### config.mk
export PLATFORM = sky130hd
export DESIGN_NAME = palette_pixel_streamer_8080
export DESIGN_NICKNAME = d
export VERILOG_FILES = /design/src/pps_pkg.sv /design/src/palette_pixel_streamer_8080.sv /design/src/pps_palette.sv /design/src/pps_sequencer.sv
export SDC_FILE = /design/constraint.sdc
export NUM_CORES = 1
export LEC_CHECK = 0
export ABC_AREA = 1
export BUFFER_PORTS_ARGS = -buffer_cell sky130_fd_sc_hd__buf_2
export CAP_MARGIN = 20
export CORE_MARGIN = 2
export CORE_UTILIZATION = 45
export DETAILED_ROUTE_END_ITERATION = 8
export PLACE_DENSITY_LB_ADDON = 0.12
export SYNTH_ARGS = -nofsm -noshare
export SYNTH_HDL_FRONTEND = slang
export SYNTH_SLANG_ARGS = --single-unit
### constraint.sdc
create_clock -name clock -period 11.2 [get_ports clock]
set_input_delay 2.24 -clock clock [delete_from_list [all_inputs] [get_ports clock]]
set_output_delay 2.24 -clock clock [all_outputs]
set_load 0.03 [all_outputs]
### src/pps_pkg.sv
`default_nettype none

package pps_pkg;

   // input item codes
   localparam logic [2:0] CMD_PALETTE_WRITE = 3'd0;
   localparam logic [2:0] CMD_OPEN_WINDOW   = 3'd1;
   localparam logic [2:0] CMD_PIXEL         = 3'd2;
   localparam logic [2:0] CMD_RAW_COMMAND   = 3'd3;
   localparam logic [2:0] CMD_RAW_DATA      = 3'd4;

   // LCD opcodes
   localparam logic [7:0] OP_CASET = 8'h2A;
   localparam logic [7:0] OP_PASET = 8'h2B;
   localparam logic [7:0] OP_RAMWR = 8'h2C;

   // bus register select
   localparam logic RS_COMMAND = 1'b0;
   localparam logic RS_DATA    = 1'b1;

   // palette index is the low six bits of pixel_index
   localparam int unsigned IDX_BITS = 6;

   // window item beat numbers
   localparam int unsigned BEAT_BITS = 4;
   localparam logic [BEAT_BITS-1:0] BEAT_CASET   = 4'd0;
   localparam logic [BEAT_BITS-1:0] BEAT_X_HI    = 4'd1;
   localparam logic [BEAT_BITS-1:0] BEAT_X_LO    = 4'd2;
   localparam logic [BEAT_BITS-1:0] BEAT_XE_HI   = 4'd3;
   localparam logic [BEAT_BITS-1:0] BEAT_XE_LO   = 4'd4;
   localparam logic [BEAT_BITS-1:0] BEAT_PASET   = 4'd5;
   localparam logic [BEAT_BITS-1:0] BEAT_Y_HI    = 4'd6;
   localparam logic [BEAT_BITS-1:0] BEAT_Y_LO    = 4'd7;
   localparam logic [BEAT_BITS-1:0] BEAT_YE_HI   = 4'd8;
   localparam logic [BEAT_BITS-1:0] BEAT_YE_LO   = 4'd9;
   localparam logic [BEAT_BITS-1:0] BEAT_RAMWR   = 4'd10;
   localparam logic [BEAT_BITS-1:0] BEAT_PIX_HI  = 4'd0;

   typedef struct packed {
      logic [2:0]  cmd;
      logic [7:0]  pixel_index;
      logic [15:0] entry_color;
      logic [15:0] win_x;
      logic [15:0] win_y;
      logic [15:0] win_w;
      logic [15:0] win_h;
      logic [7:0]  byte_value;
   } pps_req_type;

   typedef struct packed {
      logic [7:0] bus_byte;
      logic       reg_select;
      logic       last;
   } pps_rsp_type;

   // palette access, at most one per accepted item
   typedef struct packed {
      logic                wr_en;
      logic                rd_en;
      logic [IDX_BITS-1:0] index;
      logic [15:0]         color;
   } pps_pal_req_type;

   typedef struct packed {
      logic busy;
      logic finishing;
   } pps_seq_status_type;

endpackage

`default_nettype wire

### src/palette_pixel_streamer_8080.sv
`default_nettype none

// Indexed-colour pixel streamer for an 8080-style parallel LCD bus. Each item on
// req_ is one of: palette write (stores entry_color at the low six bits of
// pixel_index, no bus bytes), open window (CASET with start/end column, PASET with
// start/end row, then RAMWR: eleven bytes, end = start + size - 1 wrapping at 16
// bits), pixel (palette colour as two data bytes, high first), raw command or raw
// data byte (one byte). Unused cmd codes are swallowed. Each rsp_ item is one bus
// strobe: byte, register select (0 command, 1 data) and a last flag on the final
// byte of its input item. Throughput is one bus byte per cycle while rsp_stall is
// low, set by the single output register. The palette is a synchronous RAM with a
// registered read, read when a pixel is accepted and written when a palette write
// is accepted; items are taken one per edge at most, so a read always sees every
// earlier write. The palette is not cleared at reset: a pixel that looks up an
// entry never written returns an arbitrary colour. Indexes at or above
// PALETTE_ENTRIES are dropped on a write and read back as zero.
module palette_pixel_streamer_8080
   import pps_pkg::*;
#(
   parameter int unsigned PALETTE_ENTRIES = 64
) (
   input  wire logic        clock,
   input  wire logic        reset,
   input  wire logic        req_valid,
   output logic             req_stall,
   input  wire pps_req_type req_data,
   output logic             rsp_valid,
   input  wire logic        rsp_stall,
   output pps_rsp_type      rsp_data
);

   logic               accept;
   logic               load;
   pps_pal_req_type    pal_req;
   logic [15:0]        pal_color;
   pps_seq_status_type seq_status;

   // hold the request side only while an item is in work and its last byte is not going out
   assign req_stall = seq_status.busy && !seq_status.finishing;
   assign accept    = req_valid && !req_stall;

   // items that put bytes on the bus go to the sequencer; the rest drop here
   always_comb begin
      unique case (req_data.cmd) inside
         CMD_OPEN_WINDOW, CMD_PIXEL, CMD_RAW_COMMAND, CMD_RAW_DATA: load = accept;
         default:                                                    load = 1'b0;
      endcase
   end

   // one palette access per accepted item: write on a palette write, read on a pixel
   assign pal_req = '{
      wr_en: accept && (req_data.cmd == CMD_PALETTE_WRITE),
      rd_en: accept && (req_data.cmd == CMD_PIXEL),
      index: req_data.pixel_index[IDX_BITS-1:0],
      color: req_data.entry_color
   };

   pps_palette #(
      .PALETTE_ENTRIES(PALETTE_ENTRIES)
   ) u_palette (
      .clock    (clock),
      .reset    (reset),
      .pal_req  (pal_req),
      .pal_color(pal_color)
   );

   pps_sequencer u_sequencer (
      .clock    (clock),
      .reset    (reset),
      .load     (load),
      .item     (req_data),
      .pal_color(pal_color),
      .status   (seq_status),
      .rsp_valid(rsp_valid),
      .rsp_stall(rsp_stall),
      .rsp_data (rsp_data)
   );

endmodule

`default_nettype wire

### src/pps_palette.sv
`default_nettype none

module pps_palette
   import pps_pkg::*;
#(
   parameter int unsigned PALETTE_ENTRIES = 64
) (
   input  wire logic            clock,
   input  wire logic            reset,
   input  wire pps_pal_req_type pal_req,
   output logic [15:0]          pal_color
);

   localparam int unsigned ADDR_BITS = (PALETTE_ENTRIES > 1) ? $clog2(PALETTE_ENTRIES) : 1;

   logic [15:0]          mem [PALETTE_ENTRIES];
   logic [15:0]          rd_data_ff;
   logic                 rd_hit_ff;
   logic [8:0]           idx_wide;
   logic                 in_range;
   logic [ADDR_BITS-1:0] addr;

   assign idx_wide = {{(9 - IDX_BITS){1'b0}}, pal_req.index};
   assign in_range = idx_wide < 9'(PALETTE_ENTRIES);
   // park out-of-range indexes on entry zero; the hit flag masks the read
   assign addr     = in_range ? idx_wide[ADDR_BITS-1:0] : '0;

   always_ff @(posedge clock) begin
      if (pal_req.wr_en && in_range) begin
         mem[addr] <= pal_req.color;
      end
      if (pal_req.rd_en) begin
         rd_data_ff <= mem[addr];
      end
   end

   always_ff @(posedge clock) begin
      if (reset) begin
         rd_hit_ff <= 1'b0;
      end else if (pal_req.rd_en) begin
         rd_hit_ff <= in_range;
      end
   end

   assign pal_color = rd_hit_ff ? rd_data_ff : 16'h0000;

endmodule

`default_nettype wire

### src/pps_sequencer.sv
`default_nettype none

module pps_sequencer
   import pps_pkg::*;
(
   input  wire logic               clock,
   input  wire logic               reset,
   input  wire logic               load,
   input  wire pps_req_type        item,
   input  wire logic [15:0]        pal_color,
   output pps_seq_status_type      status,
   output logic                    rsp_valid,
   input  wire logic               rsp_stall,
   output pps_rsp_type             rsp_data
);

   logic                 cur_valid_ff, cur_valid_in;
   logic [2:0]           cur_cmd_ff;
   logic [BEAT_BITS-1:0] cur_beat_ff, cur_beat_in;
   logic [15:0]          cur_x_ff, cur_xe_ff, cur_y_ff, cur_ye_ff;
   logic [7:0]           cur_byte_ff;
   logic                 rsp_valid_ff, rsp_valid_in;
   pps_rsp_type          rsp_data_ff;
   pps_rsp_type          beat;
   logic                 out_free;
   logic                 fire;
   logic                 finishing;

   // build the byte for the current beat
   always_comb begin
      beat = '{bus_byte: 8'h00, reg_select: RS_DATA, last: 1'b1};
      case (cur_cmd_ff)
         CMD_OPEN_WINDOW: begin
            beat.last = 1'b0;
            unique case (cur_beat_ff)
               BEAT_CASET: beat = '{bus_byte: OP_CASET, reg_select: RS_COMMAND, last: 1'b0};
               BEAT_X_HI:  beat.bus_byte = cur_x_ff[15:8];
               BEAT_X_LO:  beat.bus_byte = cur_x_ff[7:0];
               BEAT_XE_HI: beat.bus_byte = cur_xe_ff[15:8];
               BEAT_XE_LO: beat.bus_byte = cur_xe_ff[7:0];
               BEAT_PASET: beat = '{bus_byte: OP_PASET, reg_select: RS_COMMAND, last: 1'b0};
               BEAT_Y_HI:  beat.bus_byte = cur_y_ff[15:8];
               BEAT_Y_LO:  beat.bus_byte = cur_y_ff[7:0];
               BEAT_YE_HI: beat.bus_byte = cur_ye_ff[15:8];
               BEAT_YE_LO: beat.bus_byte = cur_ye_ff[7:0];
               BEAT_RAMWR: beat = '{bus_byte: OP_RAMWR, reg_select: RS_COMMAND, last: 1'b1};
               default:    beat = '{bus_byte: 8'h00, reg_select: RS_DATA, last: 1'b1};
            endcase
         end
         CMD_PIXEL: begin
            if (cur_beat_ff == BEAT_PIX_HI) begin
               beat = '{bus_byte: pal_color[15:8], reg_select: RS_DATA, last: 1'b0};
            end else begin
               beat = '{bus_byte: pal_color[7:0], reg_select: RS_DATA, last: 1'b1};
            end
         end
         CMD_RAW_COMMAND: beat = '{bus_byte: cur_byte_ff, reg_select: RS_COMMAND, last: 1'b1};
         CMD_RAW_DATA:    beat = '{bus_byte: cur_byte_ff, reg_select: RS_DATA, last: 1'b1};
         default:         beat = '{bus_byte: 8'h00, reg_select: RS_DATA, last: 1'b1};
      endcase
   end

   assign out_free  = !rsp_valid_ff || !rsp_stall;
   assign fire      = cur_valid_ff && out_free;
   assign finishing = fire && beat.last;

   always_comb begin
      cur_valid_in = cur_valid_ff;
      cur_beat_in  = cur_beat_ff;
      if (load) begin
         cur_valid_in = 1'b1;
         cur_beat_in  = '0;
      end else if (finishing) begin
         cur_valid_in = 1'b0;
      end else if (fire) begin
         cur_beat_in  = cur_beat_ff + 1'b1;
      end

      rsp_valid_in = rsp_valid_ff;
      if (fire) begin
         rsp_valid_in = 1'b1;
      end else if (!rsp_stall) begin
         rsp_valid_in = 1'b0;
      end
   end

   always_ff @(posedge clock) begin
      if (reset) begin
         cur_valid_ff <= 1'b0;
         cur_beat_ff  <= '0;
         rsp_valid_ff <= 1'b0;
      end else begin
         cur_valid_ff <= cur_valid_in;
         cur_beat_ff  <= cur_beat_in;
         rsp_valid_ff <= rsp_valid_in;
      end
   end

   always_ff @(posedge clock) begin
      if (load) begin
         cur_cmd_ff  <= item.cmd;
         cur_x_ff    <= item.win_x;
         cur_y_ff    <= item.win_y;
         cur_xe_ff   <= item.win_x + item.win_w - 16'd1;
         cur_ye_ff   <= item.win_y + item.win_h - 16'd1;
         cur_byte_ff <= item.byte_value;
      end
      if (fire) begin
         rsp_data_ff <= beat;
      end
   end

   assign status    = '{busy: cur_valid_ff, finishing: finishing};
   assign rsp_valid = rsp_valid_ff;
   assign rsp_data  = rsp_data_ff;

   a_load_when_free: assert property (@(posedge clock) disable iff (reset)
      load |-> (!cur_valid_ff || finishing))
      else $error("item loaded over one still in work");

   a_window_beats: assert property (@(posedge clock) disable iff (reset)
      (cur_valid_ff && cur_cmd_ff == CMD_OPEN_WINDOW) |-> (cur_beat_ff <= BEAT_RAMWR))
      else $error("window beat count overran");

   a_retire: assert property (@(posedge clock) disable iff (reset)
      (finishing && !load) |=> !cur_valid_ff)
      else $error("item not retired after its last byte");

endmodule

`default_nettype wire
==> results.ini, run 1 <==
[power]
cellPowerDensity_nw_per_um2 = 176
peakVddDrop_mv = 0.137
p_leak_uw = 0.0180

[routing]
dr.pass1.iters = 5
antenna_left = 0
drcViolationCount = 0
avgRoutedWirePerCell_um = 25.6
detail_route.iter0.violations = 2954
via_per_inst = 5.57
wl_um = 126000
num_vias = 27500

[global_routing]
grt_pass1_wl_um = 182000
globalRouteOverflowTotal = 0
grt_pass1_vias = 26800
antenna_found_initial = 8
grt_max_degree = 76
gr-usage-all-layers = 0.246

[sta]
worst_pin_slew_ps = 1110
slew_viol_final = 0
finalSetupViolCount = 0
slew_headroom = 0.259
skew_ps = 27.1
finalHoldViolCount = 0
fmax_mhz = 186
tns_ps = 0
post-route-min-period_ps = 5390
fin_crit_sh = 0.481
hold_slack_ps = 449
grt_setup_unrepaired = no

[placement]
gp_congestion = 0.868
io_buffers = 112
dp.cells = 4721
dp_hpwl_um = 72000
postPlaceCellArea_um2 = 47200

[die]
die_w_um = 319
io_pins = 115
dieHeight_um = 319
num_rows = 115
dieArea_um2 = 102000
coreArea_um2 = 98400
start_util = 0.454

[critical_path]
r2r_slack_ps = 7130
r2r_cells = 12
critPathRequiredTime_ps = 8960
timing.rr.start = u_sequencer.cur_beat_ff[2]
endpoint_kind = output pin
worst-path-max-fanout = 12
r2r-end = u_palette.mem[27][2]
crit_type = in2out
arrival_ps = 3150
start_kind = input port

[layout]
fill_cells = 8354
nets = 3723
instances_no_fill = 4941
finalInstanceArea_um2 = 50900
syn_to_final_growth_pct = 13.9
drive_above_1_share = 0.118
fin_util = 0.517

[logic_synthesis]
yosysWarnings = 0
synth-compound-area-share = 0.0508
syn_area_per_cell_um2 = 13.4
yosysUniqueCellTypes = 43
synthAdderAreaFrac = 0.0182
syn_area_um2 = 44700
synth.largest_area_cell = edfxtp_1
synth_top_family_by_area = simple AND/OR/NAND/NOR gates
synthSimpleGateAreaFrac = 0.135
synthCells = 3341
synth_top_area_frac = 0.756
syn_nets = 3508
synth-xor-area-share = 0.00647
synth_mux_area_frac = 0
ys_ff_latch = 1132
synthTopCellsByArea = edfxtp_1, nand2_1, nand4_1, a22oi_1, inv_1
ys_seq_area_frac = 0.759

[clocking]
cts-root-buf = clkbuf_16
postCtsSetupRepairBufs = 0
cts_tree = yes
cts.sinks = 1132
cts_htree_levels = 3
cts_buffer_depth = 3
post_cts_resized = 0
hold_buffers = 0
numCtsBuffers = 118
clkLatencyLatePin_ps = 710
clk_pin_slew_ps = 60

[min_path]
holdPathStages = 2
hold_class = reg2reg
worstHoldEndpoint = u_palette.rd_hit_ff
min_from = u_palette.rd_hit_ff

[outcome]
status = finished, final reports clean

[run]
maxCapViolCount = 0

## cell usage after synthesis (all sizes together)
cell type and n:
xor2 23, nor2 146, a31oi 1, edfxtp 1125
o21ai 132, a221oi 5, a21oi 59, ha 62
a22o 7, a22oi 120, o311ai 2, o31ai 6
o2111ai 17, a32o 2, nand4 163, buf 53
clkinv 1, fa 2, nor3 16, inv 217
nand3 105, clkbuf 69, xnor2 10, and3 2
dfxtp 7, o2bb2ai 3, nand2 980, o211ai 2
a21o 4
## per-layer routing
metal  GRT usage  up-vias  routed length (um)
met5           0        -                  35
met4      0.0696        6                3430
met3      0.0418      203                9110
met2       0.411     1025               61300
met1       0.332    13800               52400
li1            -    12500                   -
## worst max-delay path by stage
| stage | cells after the start | slack (ps) | endpoint | start |
|---|---|---|---|---|
| floorplan | 5 | 6110 | req_stall | rsp_stall |
| global placement | 7 | 5150 | u_palette.mem[15][12] | req_data[90] |
| detailed placement | 7 | 5140 | u_palette.mem[15][5] | req_data[90] |
| CTS | 6 | 5760 | req_stall | rsp_stall |
| global route | 13 | 5630 | req_stall | u_sequencer.cur_beat_ff[0] |
| finish | 6 | 5810 | req_stall | rsp_stall |
## area by class of cell
class / instances / area [um^2] / area share
Clock inverter: 67 / 577 / 0.0113
Multi-Input combinational cell: 1869 / 9480 / 0.186
Clock buffer: 149 / 3090 / 0.0607
Timing Repair Buffer: 217 / 1390 / 0.0273
Inverter: 218 / 838 / 0.0165
Tap cell: 1287 / 1610 / 0.0316
Sequential cell: 1132 / 33900 / 0.666
Antenna cell: 2 / 5.00 / 0.0000983
## placed cells by master, fill, tap and decap left out, drive strengths merged, types with 59 or more instances in the layout
master / n
a21oi: 59
a22oi: 120
buf: 217
clkbuf: 149
edfxtp: 1125
ha: 62
inv: 220
nand2: 980
nand3: 105
nand4: 163
nor2: 146
o21ai: 132
## through the flow
stage               setup WS, ps  power (uW)
floorplan                   6110        5060
global placement            5150        5290
detailed placement          5140        5300
CTS                         5760        9000
global route                5630        9210
finish                      5810        8940
## kinds of logic after synthesis
| kind of cell | count (synthesis) |
|---|---|
| and+or+nand+nor | 1412 |
| adders and majority gates | 64 |
| xor gates and xnor gates | 33 |
| DFF | 1132 |
| buffers and inverters | 340 |
| AOI/OAI and AO/OA | 360 |
## report_power, final
| group | internal (uW) | switching [uW] | leakage, uW |
|---|---|---|---|
| logic | 135 | 360 | 0.00599 |
| registers | 4700 | 13.6 | 0.0102 |
| clock network | 2110 | 1620 | 0.00179 |
## critical path, cell delays in order
cell and delay [ps]:
buf_2 90, nand2_1 180, nand2_4 70, nand2_4 230
inv_1 130, buf_2 200
## sequential cells by signal, indices dropped and copies added, names as in the netlist
name                      flops
u_palette.mem              1024
u_palette.rd_data_ff         16
u_sequencer.cur_x_ff         16
u_sequencer.cur_xe_ff        16
u_sequencer.cur_y_ff         16
u_sequencer.cur_ye_ff        16
u_sequencer.rsp_data         10
u_sequencer.cur_byte_ff       8
u_sequencer.cur_beat_ff       4
u_sequencer.cur_cmd_ff        3
u_palette.rd_hit_ff           1
u_sequencer.cur_valid_ff      1
u_sequencer.rsp_valid         1
Note: power is estimated with default switching activity, not from simulation.
==> run 2, diff against run 1 <==
- clock period: 11.2 -> 5 ns (I/O delays scaled with it)
==> results.ini, run 2 (same netlist as run 1, synthesis figures left out) <==
[outcome]
status = finished, final reports clean

[global_routing]
globalRouteOverflowTotal = 0  ; unchanged
grt_max_degree = 65  ; -14%
antenna_found_initial = 5  ; -3
grt_pass1_vias = 26700  ; -0.030%
grt_pass1_wl_um = 182000  ; -0.22%
gr-usage-all-layers = 0.246  ; +0.000393

[critical_path]
arrival_ps = 3070  ; -80 ps
crit_type = reg2out
cpPeakStageDelay_ps = 410  ; +180 ps
critPathTopFamily = simple AND/OR/NAND/NOR gates
path_depth = 12  ; +6
worst-path-max-fanout = 12  ; unchanged
critPathRequiredTime_ps = 4000  ; -4960 ps
cpMostUsedCell = nand2_1
critical_path.cell_chain = nor2_2, nand2_1, nand2_1, nor2_2, nand2_1, nand2_1, nand2_1, nand2_4, nand2_4, nand2_4, inv_1, buf_2
endpoint_kind = output pin
start_kind = flip-flop
r2r_cells = 14  ; +2
cp_num_buf_inv = 2  ; -1
cp_slowest_cell = dfxtp_1

[die]
start_util = 0.454  ; unchanged
coreArea_um2 = 98400  ; unchanged
dieArea_um2 = 102000  ; unchanged
num_rows = 115  ; unchanged
dieHeight_um = 319  ; unchanged
die_w_um = 319  ; unchanged
io_pins = 115  ; unchanged

[placement]
postPlaceCellArea_um2 = 47600  ; +0.81%
dp_hpwl_um = 74900  ; +4.0%
gp_congestion = 0.878  ; +1.1%
io_buffers = 112  ; unchanged

[sta]
finalHoldViolCount = 0  ; unchanged
tns_ps = 0  ; unchanged
post-route-min-period_ps = 4070
fin_crit_sh = 0.815
worst_pin_slew_ps = 1040  ; -71.2 ps
slew_headroom = 0.305  ; +0.0460
slew_viol_final = 0  ; unchanged
fmax_mhz = 246
skew_ps = 18.3  ; -8.86 ps
finalSetupViolCount = 0  ; unchanged
grt_setup_unrepaired = no

[layout]
regMostFlops = u_palette.mem
mostFrequentLayoutCell = edfxtp_1
layout_common_cells = edfxtp_1, nand2_1, inv_1, nand4_1, nor2_1
largest_register_ffs = 1024  ; unchanged
drive_above_1_share = 0.129  ; +0.0113
syn_to_final_growth_pct = 15.0
finalInstanceArea_um2 = 51400  ; +0.99%
nets = 3755  ; +0.86%

[clocking]
clkLatencyLatePin_ps = 700  ; about the same
postCtsSetupRepairBufs = 0  ; unchanged
hold_buffers = 0  ; unchanged
post_cts_resized = 0  ; unchanged
cts_buffer_depth = 3  ; unchanged
cts_tree = yes
numCtsBuffers = 115  ; -2.5%
cts-root-buf = clkbuf_16
cts_htree_levels = 3  ; unchanged
clk_pin_slew_ps = 70  ; about the same
cts.sinks = 1132  ; unchanged

[power]
p_leak_uw = 0.0183  ; +1.5%
cellPowerDensity_nw_per_um2 = 396  ; +130%
peakVddDrop_mv = 0.294  ; +120%

[routing]
num_vias = 27600  ; +0.31%
detail_route.iter0.violations = 2847  ; -3.6%
drcViolationCount = 0  ; unchanged
antenna_left = 0  ; unchanged
wl_um = 126000  ; +0.13%
via_per_inst = 5.54  ; -0.47%
avgRoutedWirePerCell_um = 25.4  ; -0.65%
dr.pass1.iters = 5  ; unchanged

[run]
maxCapViolCount = 0  ; unchanged

[min_path]
hold_class = reg2reg
holdPathStages = 2  ; unchanged

## run 2: changes by cell type in the layout (fill, tap and decap cells not counted), moves of 4 or more
cell       before  now
buf_12          2    9
buf_4         101  131
bufinv_16       7   14
clkbuf_1       30   21
clkinv_2       24   28
## run 2: stage by stage
step | utilization | cells | power (uW) | hold slack [ps] | setup WS, ps
finish | 0.522 | 4980 | 20300 | 450 | 927
global route | 0.522 | 4977 | 20900 | 460 | 672
CTS | 0.522 | 4976 | 20500 | 446 | 873
detailed placement | 0.483 | 4758 | 11900 | 441 | 1090
global placement | 0.483 | 4758 | 11900 | 440 | 1100
floorplan | - | 3341 | 11300 | 424 | 1230
## run 2: worst min-delay path, stage by stage, from the launching register on
cell and delay [ps]:
dfxtp_1 310, inv_1 50, a21oi_1 50
## run 2: metal layers
metal,track usage,vias to the layer above,routed length (um)
li1,-,12500,-
met1,0.337,13800,53000
met2,0.405,1060,60500
met3,0.0397,186,9080
met4,0.0771,2,3860
met5,0,-,13
## run 2: area by class of cell
cell class                      count  area, um^2
Tap cell                         1287        1610
Timing Repair Buffer              252        1720
Clock buffer                      139        3030
Inverter                          218         838
Sequential cell                  1132       33900
Antenna cell                        4        10.0
Clock inverter                     79         795
Fill cell                        8244       47000
Multi-Input combinational cell   1869        9490
## run 2: final timing paths
check	from	to	slack (ps)
min	u_palette.rd_hit_ff	u_palette.rd_hit_ff	450
max	u_sequencer.cur_beat_ff[2]	req_stall	930
max reg2reg	u_sequencer.cur_beat_ff[0]	u_palette.mem[38][14]	1330
min reg2reg	u_palette.rd_hit_ff	u_palette.rd_hit_ff	450
## run 2: power by group
part	switching, uW	internal, uW	total (uW)
registers	31.2	10500	10600
clock network	3610	5040	8660
logic	806	315	1120
